[src/sv/ssr_pkg.sv]
`timescale 1ns / 1ps
// ----------------------------------------------------------------------------
// ssr_pkg: shared types and constants of the stream substring replacer
// Word structs, configuration struct, register indexes, controller states and
// the command and status groups between controller and datapath.
// ----------------------------------------------------------------------------
package ssr_pkg;

	localparam int MAX_TARGET_LEN_DEF  = 8;
	localparam int MAX_REPLACE_LEN_DEF = 8;
	localparam int LEN_W               = 4;
	localparam int CFG_DATA_W          = 64;
	localparam int CFG_ADDR_W          = 5;

	typedef enum logic [1:0] {
		REG_TARGET_BYTES      = 2'd0,
		REG_TARGET_LENGTH     = 2'd1,
		REG_REPLACEMENT_BYTES = 2'd2,
		REG_REPLACEMENT_LEN   = 2'd3
	} reg_idx_t;

	typedef struct packed {
		logic [7:0] in_char;
		logic       in_end;
	} in_word_t;

	typedef struct packed {
		logic [7:0] out_char;
		logic       out_char_valid;
		logic       out_end;
	} out_word_t;

	typedef struct packed {
		logic [63:0]      target_bytes;
		logic [LEN_W-1:0] target_length;
		logic [63:0]      replacement_bytes;
		logic [LEN_W-1:0] replacement_length;
	} cfg_t;

	typedef enum logic [2:0] {
		ST_IDLE,
		ST_EVAL,
		ST_REL,
		ST_REPL,
		ST_FLUSH,
		ST_MARK
	} state_t;

	typedef enum logic [1:0] {
		SRC_WINDOW,
		SRC_REPL,
		SRC_MARK
	} emit_src_t;

	typedef struct packed {
		logic      append;
		logic      pop;
		logic      clear_count;
		logic      idx_clear;
		logic      idx_inc;
		logic      emit;
		emit_src_t emit_sel;
		logic      emit_last;
	} dp_cmd_t;

	typedef struct packed {
		logic match;
		logic rel_cond;
		logic count_zero;
		logic count_one;
		logic idx_last;
		logic rl_zero;
		logic end_flag;
		logic emitted;
		logic emit_ok;
	} dp_stat_t;

endpackage

[src/sv/ssr_cfg_regs.sv]
`timescale 1ns / 1ps
// ----------------------------------------------------------------------------
// ssr_cfg_regs: configuration register file
// APB-style write and read of target and replacement strings and lengths.
// ----------------------------------------------------------------------------
module ssr_cfg_regs import ssr_pkg::*; (
	input  logic                  clk,
	input  logic                  arst_n,
	input  logic                  psel,
	input  logic                  penable,
	input  logic                  pwrite,
	input  logic [CFG_ADDR_W-1:0] paddr,
	input  logic [CFG_DATA_W-1:0] pwdata,
	output logic [CFG_DATA_W-1:0] prdata,
	output logic                  pready,
	output cfg_t                  cfg
);

	cfg_t     cfg_q;
	reg_idx_t reg_idx;
	logic     wr_en;

	assign reg_idx = reg_idx_t'(paddr[4:3]);
	assign wr_en   = psel && penable && pwrite;
	assign pready  = 1'b1;
	assign cfg     = cfg_q;

	always_ff @(posedge clk or negedge arst_n) begin
		if (!arst_n) begin
			cfg_q <= '0;
		end else if (wr_en) begin
			case (reg_idx)
				REG_TARGET_BYTES:      cfg_q.target_bytes       <= pwdata;
				REG_TARGET_LENGTH:     cfg_q.target_length      <= pwdata[LEN_W-1:0];
				REG_REPLACEMENT_BYTES: cfg_q.replacement_bytes  <= pwdata;
				REG_REPLACEMENT_LEN:   cfg_q.replacement_length <= pwdata[LEN_W-1:0];
				default: ;
			endcase
		end
	end

	always_comb begin
		case (reg_idx)
			REG_TARGET_BYTES:      prdata = cfg_q.target_bytes;
			REG_TARGET_LENGTH:     prdata = CFG_DATA_W'(cfg_q.target_length);
			REG_REPLACEMENT_BYTES: prdata = cfg_q.replacement_bytes;
			REG_REPLACEMENT_LEN:   prdata = CFG_DATA_W'(cfg_q.replacement_length);
			default:               prdata = '0;
		endcase
	end

endmodule

[src/sv/ssr_dpath.sv]
`timescale 1ns / 1ps
// ----------------------------------------------------------------------------
// ssr_dpath: pending window, replacement index and output register
// Executes controller commands and reports match and release conditions.
// ----------------------------------------------------------------------------
module ssr_dpath import ssr_pkg::*; #(
	parameter int MAX_TARGET_LEN  = MAX_TARGET_LEN_DEF,
	parameter int MAX_REPLACE_LEN = MAX_REPLACE_LEN_DEF
) (
	input  logic      clk,
	input  logic      arst_n,
	input  cfg_t      cfg,
	input  in_word_t  in_data,
	input  dp_cmd_t   cmd,
	output dp_stat_t  stat,
	input  logic      out_stall,
	output logic      out_valid,
	output out_word_t out_data
);

	localparam int CW  = $clog2(MAX_TARGET_LEN + 1);
	localparam int RIW = (MAX_REPLACE_LEN > 1) ? $clog2(MAX_REPLACE_LEN) : 1;

	logic [7:0]       win_q [MAX_TARGET_LEN];
	logic [CW-1:0]    count_q;
	logic [RIW-1:0]   idx_q;
	logic             end_q;
	logic             emitted_q;
	logic             out_valid_q;
	out_word_t        out_q;

	logic [CW-1:0]    tl_eff;
	logic [LEN_W-1:0] rl_eff;
	logic             pfx;
	logic [7:0]       repl_byte;
	out_word_t        emit_word;

	always_comb begin
		if (cfg.target_length > LEN_W'(MAX_TARGET_LEN)) begin
			tl_eff = CW'(MAX_TARGET_LEN);
		end else begin
			tl_eff = CW'(cfg.target_length);
		end
		if (cfg.replacement_length > LEN_W'(MAX_REPLACE_LEN)) begin
			rl_eff = LEN_W'(MAX_REPLACE_LEN);
		end else begin
			rl_eff = cfg.replacement_length;
		end
	end

	// window entries below the count must equal the leading target bytes
	always_comb begin
		pfx = 1'b1;
		for (int k = 0; k < MAX_TARGET_LEN; k++) begin
			if ((CW'(k) < count_q) && (win_q[k] != cfg.target_bytes[8*k +: 8])) begin
				pfx = 1'b0;
			end
		end
	end

	always_comb begin
		repl_byte = '0;
		for (int k = 0; k < MAX_REPLACE_LEN; k++) begin
			if (idx_q == RIW'(k)) begin
				repl_byte = cfg.replacement_bytes[8*k +: 8];
			end
		end
	end

	always_comb begin
		stat.match      = (tl_eff != '0) && (count_q == tl_eff) && pfx;
		stat.rel_cond   = (count_q != '0) && ((count_q >= tl_eff) || !pfx);
		stat.count_zero = (count_q == '0);
		stat.count_one  = (count_q == CW'(1));
		stat.idx_last   = ((LEN_W'(idx_q) + LEN_W'(1)) == rl_eff);
		stat.rl_zero    = (rl_eff == '0);
		stat.end_flag   = end_q;
		stat.emitted    = emitted_q;
		stat.emit_ok    = !out_valid_q || !out_stall;
	end

	always_comb begin
		emit_word.out_end = cmd.emit_last;
		case (cmd.emit_sel)
			SRC_WINDOW: begin
				emit_word.out_char       = win_q[0];
				emit_word.out_char_valid = 1'b1;
			end
			SRC_REPL: begin
				emit_word.out_char       = repl_byte;
				emit_word.out_char_valid = 1'b1;
			end
			SRC_MARK: begin
				emit_word.out_char       = '0;
				emit_word.out_char_valid = 1'b0;
			end
			default: begin
				emit_word.out_char       = '0;
				emit_word.out_char_valid = 1'b0;
			end
		endcase
	end

	always_ff @(posedge clk or negedge arst_n) begin
		if (!arst_n) begin
			count_q     <= '0;
			idx_q       <= '0;
			end_q       <= 1'b0;
			emitted_q   <= 1'b0;
			out_valid_q <= 1'b0;
		end else begin
			if (cmd.append) begin
				count_q   <= count_q + CW'(1);
				end_q     <= in_data.in_end;
				emitted_q <= 1'b0;
			end else if (cmd.clear_count) begin
				count_q <= '0;
			end else if (cmd.pop) begin
				count_q <= count_q - CW'(1);
			end
			if (cmd.idx_clear) begin
				idx_q <= '0;
			end else if (cmd.idx_inc) begin
				idx_q <= idx_q + RIW'(1);
			end
			if (cmd.emit) begin
				emitted_q   <= 1'b1;
				out_valid_q <= 1'b1;
			end else if (!out_stall) begin
				out_valid_q <= 1'b0;
			end
		end
	end

	always_ff @(posedge clk) begin
		if (cmd.append) begin
			for (int k = 0; k < MAX_TARGET_LEN; k++) begin
				if (count_q == CW'(k)) begin
					win_q[k] <= in_data.in_char;
				end
			end
		end else if (cmd.pop) begin
			for (int k = 0; k < MAX_TARGET_LEN - 1; k++) begin
				win_q[k] <= win_q[k+1];
			end
		end
		if (cmd.emit) begin
			out_q <= emit_word;
		end
	end

	assign out_valid = out_valid_q;
	assign out_data  = out_q;

endmodule

[src/sv/ssr_ctrl.sv]
`timescale 1ns / 1ps
// ----------------------------------------------------------------------------
// ssr_ctrl: sequencing state machine
// Accepts one input word, then walks match, release, replacement, flush and end marker.
// ----------------------------------------------------------------------------
module ssr_ctrl import ssr_pkg::*; (
	input  logic     clk,
	input  logic     arst_n,
	input  logic     in_valid,
	output logic     in_stall,
	input  dp_stat_t stat,
	output dp_cmd_t  cmd
);

	state_t st_q;
	state_t st_d;

	always_ff @(posedge clk or negedge arst_n) begin
		if (!arst_n) begin
			st_q <= ST_IDLE;
		end else begin
			st_q <= st_d;
		end
	end

	always_comb begin
		st_d = st_q;
		case (st_q)
			ST_IDLE: begin
				if (in_valid) st_d = ST_EVAL;
			end
			ST_EVAL: begin
				if (stat.match) begin
					if (!stat.rl_zero) st_d = ST_REPL;
					else if (stat.end_flag) st_d = ST_MARK;
					else st_d = ST_IDLE;
				end else begin
					st_d = ST_REL;
				end
			end
			ST_REL: begin
				if (!stat.rel_cond) begin
					if (!stat.end_flag) st_d = ST_IDLE;
					else if (!stat.count_zero) st_d = ST_FLUSH;
					else if (!stat.emitted) st_d = ST_MARK;
					else st_d = ST_IDLE;
				end
			end
			ST_REPL: begin
				if (stat.emit_ok && stat.idx_last) st_d = ST_IDLE;
			end
			ST_FLUSH: begin
				if (stat.emit_ok && stat.count_one) st_d = ST_IDLE;
			end
			ST_MARK: begin
				if (stat.emit_ok) st_d = ST_IDLE;
			end
			default: st_d = ST_IDLE;
		endcase
	end

	always_comb begin
		cmd          = '0;
		cmd.emit_sel = SRC_WINDOW;
		in_stall     = (st_q != ST_IDLE);
		case (st_q)
			ST_IDLE: begin
				cmd.append = in_valid;
			end
			ST_EVAL: begin
				if (stat.match) begin
					cmd.clear_count = 1'b1;
					cmd.idx_clear   = 1'b1;
				end
			end
			ST_REL: begin
				if (stat.rel_cond && stat.emit_ok) begin
					cmd.emit      = 1'b1;
					cmd.emit_sel  = SRC_WINDOW;
					cmd.emit_last = stat.end_flag && stat.count_one;
					cmd.pop       = 1'b1;
				end
			end
			ST_REPL: begin
				if (stat.emit_ok) begin
					cmd.emit      = 1'b1;
					cmd.emit_sel  = SRC_REPL;
					cmd.emit_last = stat.end_flag && stat.idx_last;
					cmd.idx_inc   = 1'b1;
				end
			end
			ST_FLUSH: begin
				if (stat.emit_ok) begin
					cmd.emit      = 1'b1;
					cmd.emit_sel  = SRC_WINDOW;
					cmd.emit_last = stat.count_one;
					cmd.pop       = 1'b1;
				end
			end
			ST_MARK: begin
				if (stat.emit_ok) begin
					cmd.emit      = 1'b1;
					cmd.emit_sel  = SRC_MARK;
					cmd.emit_last = 1'b1;
				end
			end
			default: ;
		endcase
	end

endmodule

[src/sv/stream_substring_replacer.sv]
`timescale 1ns / 1ps
// ----------------------------------------------------------------------------
// stream_substring_replacer: streaming find and replace over a byte stream
// Replaces every leftmost, non-overlapping occurrence of a target string of up
// to MAX_TARGET_LEN bytes with a replacement of up to MAX_REPLACE_LEN bytes.
//
// Usage:
//   Input words (in_char, in_end) arrive on in_valid / in_stall; in_end marks
//   the last byte of a string. Output words (out_char, out_char_valid,
//   out_end) leave on out_valid / out_stall; out_end marks the last word of the
//   rewritten string, and a word with out_char_valid low is a bare end marker.
//   Program the four registers over the APB port (8-byte spacing) while idle.
//   Throughput: one input word at a time. A byte that completes a match is
//   followed by its R replacement bytes, or by a bare end marker at end of
//   string when R is zero; any other byte is followed by the N bytes that it
//   releases or flushes. The release and flush loop pops one window byte per
//   cycle, the replacement one byte per cycle from the configuration register,
//   each while the output is not stalled.
//   Reset clears the window count, the sequencer, flags and config registers;
//   the window bytes and output word are not cleared. A stall on the output
//   holds the output register and the emitting states until the word is taken.
// ----------------------------------------------------------------------------
module stream_substring_replacer import ssr_pkg::*; #(
	parameter int MAX_TARGET_LEN  = MAX_TARGET_LEN_DEF,
	parameter int MAX_REPLACE_LEN = MAX_REPLACE_LEN_DEF
) (
	input  logic                  clk,
	input  logic                  arst_n,
	// configuration
	input  logic                  psel,
	input  logic                  penable,
	input  logic                  pwrite,
	input  logic [CFG_ADDR_W-1:0] paddr,
	input  logic [CFG_DATA_W-1:0] pwdata,
	output logic [CFG_DATA_W-1:0] prdata,
	output logic                  pready,
	// input stream
	input  logic                  in_valid,
	output logic                  in_stall,
	input  in_word_t              in_data,
	// output stream
	output logic                  out_valid,
	input  logic                  out_stall,
	output out_word_t             out_data
);

	cfg_t     cfg;
	dp_cmd_t  cmd;
	dp_stat_t stat;

	// register file: target and replacement strings and their lengths
	ssr_cfg_regs u_cfg (
		.clk     (clk),
		.arst_n  (arst_n),
		.psel    (psel),
		.penable (penable),
		.pwrite  (pwrite),
		.paddr   (paddr),
		.pwdata  (pwdata),
		.prdata  (prdata),
		.pready  (pready),
		.cfg     (cfg)
	);

	// sequencer: accept, evaluate, release, replace, flush, end marker
	ssr_ctrl u_ctrl (
		.clk      (clk),
		.arst_n   (arst_n),
		.in_valid (in_valid),
		.in_stall (in_stall),
		.stat     (stat),
		.cmd      (cmd)
	);

	// window, replacement index and output register
	ssr_dpath #(
		.MAX_TARGET_LEN  (MAX_TARGET_LEN),
		.MAX_REPLACE_LEN (MAX_REPLACE_LEN)
	) u_dpath (
		.clk       (clk),
		.arst_n    (arst_n),
		.cfg       (cfg),
		.in_data   (in_data),
		.cmd       (cmd),
		.stat      (stat),
		.out_stall (out_stall),
		.out_valid (out_valid),
		.out_data  (out_data)
	);

endmodule
[config.mk]
export PLATFORM = sky130hd
export DESIGN_NAME = stream_substring_replacer
export DESIGN_NICKNAME = d
export VERILOG_FILES = /design/src/sv/ssr_pkg.sv /design/src/sv/ssr_cfg_regs.sv /design/src/sv/ssr_dpath.sv /design/src/sv/ssr_ctrl.sv /design/src/sv/stream_substring_replacer.sv
export SDC_FILE = /design/constraint.sdc
export NUM_CORES = 1
export LEC_CHECK = 0
export ABC_AREA = 1
export BUFFER_PORTS_ARGS = -buffer_cell sky130_fd_sc_hd__buf_2
export CAP_MARGIN = 15
export CORE_ASPECT_RATIO = 1.1
export CORE_MARGIN = 1
export CORE_UTILIZATION = 58
export DETAILED_ROUTE_END_ITERATION = 8
export GPL_TIMING_DRIVEN = 0
export PLACE_DENSITY_LB_ADDON = 0.3
export SYNTH_ARGS = -nofsm -noshare
export SYNTH_HDL_FRONTEND = slang
export SYNTH_SLANG_ARGS = --single-unit
[constraint.sdc]
create_clock -name clk -period 3.2 [get_ports clk]
set_input_delay 0.48 -clock clk [delete_from_list [all_inputs] [get_ports clk]]
set_output_delay 0.48 -clock clk [all_outputs]
set_load 0.02 [all_outputs]
==> metrics list <==
- For this run, the share of the core covered by cells in the final layout is 70.1%.
- Critical path buffers and inverters: 4
* Worst R2R End: u_dpath.out_data[9]
- # DRC: 20
* Switching power: 5.17 mW
- The largest single stage delay on the critical path is 950 ps.
- In the synthesized netlist the dominant register cell turns out to be sky130_fd_sc_hd__dfrtp_1.
- Net total in the final layout: 1,782
- Clock edge transition at the registers on the reported setup and hold paths: 60 ps
- Gate count of the mapped netlist: 1,497
* Remaining antenna violation count after routing: 0
* Critical Path Most Common Cell: sky130_fd_sc_hd__buf_2
- Of all nets on the critical path, the largest fanout is 10.
- Total global-route track usage: 34.6%
- Across all hold checks on the routed design, the worst slack comes to -37.5 ps.
* First DRT Iteration DRCs: 1,203
* Sw frac: 39.9%
- The final hold violation count was 14.
- Per report_power, the sequential group accounts for 38.0% of the total.
- Global routing finished with a remaining overflow of 0.
- Transition time of the tightest slew-check pin: 1280 ps
- Placer Congestion: 1.01
- CTS placed an instance of sky130_fd_sc_hd__clkbuf_16 at the clock tree root.
- The top cell type by area accounts for 31.5% of the synthesized area.
- Leakage Power: 7.03 nW
- The first global-routing pass estimated 55,800 um of wire.
- Port-buffer cells: 157
- TritonCTS built the clock tree.
* Synth area leaders: sky130_fd_sc_hd__dfrtp_1 32%, sky130_fd_sc_hd__edfxtp_1 19%, sky130_fd_sc_hd__nand2_1 16%
- Post-route clock period utilization: 101%
- Clock H-tree levels: 1
- Detailed placement finished with a half-perimeter wire length of 26,900 um.
- Initial core utilization: 59.4%
- The largest total area in the synthesized netlist belongs to sky130_fd_sc_hd__dfrtp_1.
- Min-Delay Path Class: in2async
* Violations in the final reports: DRC, hold timing, setup timing
- The worst-case IR drop observed on VDD is 0.000545 V.
- The worst register-to-register path has a setup slack of 170 ps.
- Setup violations remaining at the end of the flow were counted as 6.
* Total core area: 19,900 um^2
- In this run, synthesis produced a sequential element count of 223.
- Setup repair after global routing missed its margin: no
* Setup CP Type: in2out
* Run status: finished with violations
- After floorplanning, the core was divided into 54 placement rows.
- Cell internal power was estimated by the tool at 7.81 mW.
- Part of the power in the clock network: 25.1%
* DR WL/cell: 18.4 um
- Maximum number of pins on one net before global-route repair: 78
- Part of the Yosys area used for sequential elements: 50.3%
* Clock latency at the later pin of the worst-skew pair: 530 ps
* Number of global-route vias before repair: 10,503
* Initial antenna violation count: 0
* Setup clock skew after layout: 9.22 ps
- Asr flop ratio synth: 66.8%
* FILL cells: 1,617
- I/O pin count: 162
- Counting distinct cell types in the post-synthesis netlist gives 40.
- Per-cell via count in the routed design: 5.69
- Of the total power, combinational logic draws 36.9%.
- Sinks on Clock Net: 223
* Syn nets: 1,596
- Maximum operating frequency: 0.309 GHz
* Total of warnings raised by yosys: 0
* Post-route minimum period: 3240 ps
- Count of flip-flops with a built-in enable after synthesis: 74
* Sort of element at the end of the critical path: output port
- Critical-path cell list: buf_2 > inv_1 > nor2_1 > clkbuf_1 > nand2_1 > o21ai_0 > buf_2
- Total wire length: 36,000 um
- Fraction of final layout cells with drive strength greater than 1: 15.9%
- Required @ worst endpoint: 2720 ps
- Number of antenna repair diodes: 0
- Clock tree synthesis inserted a total of 24 buffers.
- In this run the vertical extent of the chip is 152 um.
* Via count: 11,105
* Slowest-stage cell, CP: sky130_fd_sc_hd__nor2_1
- The synthesized netlist occupies a cell area of 11,800 um^2.
- Dividing total power by cell area gives a power density of 929 nW/um^2.
* Most frequent standard cell in the layout excluding fill and tap cells: sky130_fd_sc_hd__nand2_1
- The worst register-to-register path begins at u_dpath.count_q[0].
- Post-layout worst setup margin: -40.2 ps
* Die footprint: 21,000 um^2
* Drt first pass iters: 8
- Mean instance size in the synthesized netlist: 7.91 um^2
* Data arrival time at the worst-slack endpoint: 2760 ps
* Kind of cell adding the most delay to the critical path: buffers and inverters
- R2R depth: 15
- In the layout the commonest cells are 502 x sky130_fd_sc_hd__nand2_1, 240 x sky130_fd_sc_hd__o21ai_0, 195 x sky130_fd_sc_hd__inv_1.
- Max Cap Violations: 0
* Crit start category: input port
* Die span in x: 138 um
* Number of buffers on the longest clock path: 3
- Slew Viols, Final: 0
- Relative max-transition margin: 14.4%
* Relative area change from synthesis to final layout: 18.0%
[cell usage after synthesis (all sizes together) (14+ instances only)]
library cell	number
xnor2	39
a21oi	20
dfrtp	149
edfxtp	74
clkbuf	50
nor2	59
inv	221
nand2	511
ha	14
o21ai	247
o22ai	19
nand3	35
[flip-flops by register name (all words and copies together) (netlist names)]
| register | count |
|---|---|
| u_cfg.cfg | 136 |
| u_ctrl.st_q | 3 |
| u_dpath.count_q | 4 |
| u_dpath.emitted_q | 1 |
| u_dpath.end_q | 1 |
| u_dpath.idx_q | 3 |
| u_dpath.out_data | 10 |
| u_dpath.out_valid | 1 |
| u_dpath.win_q | 64 |
[power groups by stage]
| stage | Combinational (mW) | Clock [mW] | Sequential (mW) |
|---|---|---|---|
| floorplan | 3.19 | 0 | 4.75 |
| global placement | 4.41 | 0 | 4.92 |
| detailed placement | 4.55 | 0 | 4.95 |
| CTS | 4.65 | 3.26 | 4.90 |
| global route | 5.28 | 3.38 | 5.01 |
| finish | 4.79 | 3.26 | 4.93 |
[kinds of logic after synthesis]
logic type,synth area share [%]
adders and majority gates,1.48
DFF,50.3
AOI/OAI and AO/OA,14.0
xor gates and xnor gates,2.96
buffers and inverters,9.45
and+or+nand+nor,21.8
other,0.0317
[final cells by class]
class                           count  area (um^2)  area share [%]
Tap cell                          252          315            2.26
Inverter                          221          833            5.97
Timing Repair Buffer              160          835            5.98
Clock inverter                     13          248            1.77
Sequential cell                   223         5950            42.6
Buffer                             62          290            2.08
Multi-Input combinational cell    991         4810            34.4
Clock buffer                       31          682            4.88
[how the worst max path moves through the flow]
stage / startpoint / end / cells past startpoint
2_1_floorplan: u_cfg.cfg[69] / u_dpath.win_q[1][0] / 11
3_3_place_gp: arst_n / u_cfg.cfg[129] / 1
3_5_place_dp: u_cfg.cfg[68] / u_dpath.win_q[1][10] / 12
4_1_cts: u_cfg.cfg[68] / u_dpath.out_data[3] / 13
5_1_grt: paddr[4] / prdata[12] / 7
6_report: paddr[4] / prdata[33] / 7
[metrics by stage]
step | area (um^2) | instances | setup TNS [ps] | power (mW) | setup WS [ps]
6_report | 14000 | 1953 | -93.0 | 13.0 | -40.2
5_1_grt | 14000 | 1953 | 0 | 13.7 | 26.7
4_1_cts | 13900 | 1953 | 0 | 12.8 | 23.5
3_5_place_dp | 13000 | 1907 | -4520 | 9.50 | -141
3_3_place_gp | 12900 | 1906 | -72170 | 9.33 | -459
2_1_floorplan | 11800 | 1497 | 0 | 7.94 | 287
[repair_timing]
item                                   4_1_cts  5_1_grt
setup endpoints to repair                   58       60
hold buffers                                 0        0
setup buffers                                2        0
gates resized for setup                      8       10
endpoints found under the hold margin        0        0
gates cloned                                 0        0
[metal layers]
layer	vias up	wire, um	global-route usage, %
li1	5144	-	-
met1	5221	14200	46.0
met2	632	16700	55.5
met3	108	3500	6.18
met4	0	1590	16.2
met5	-	0	0
No activity file was read; power rests on OpenSTA's default activity.
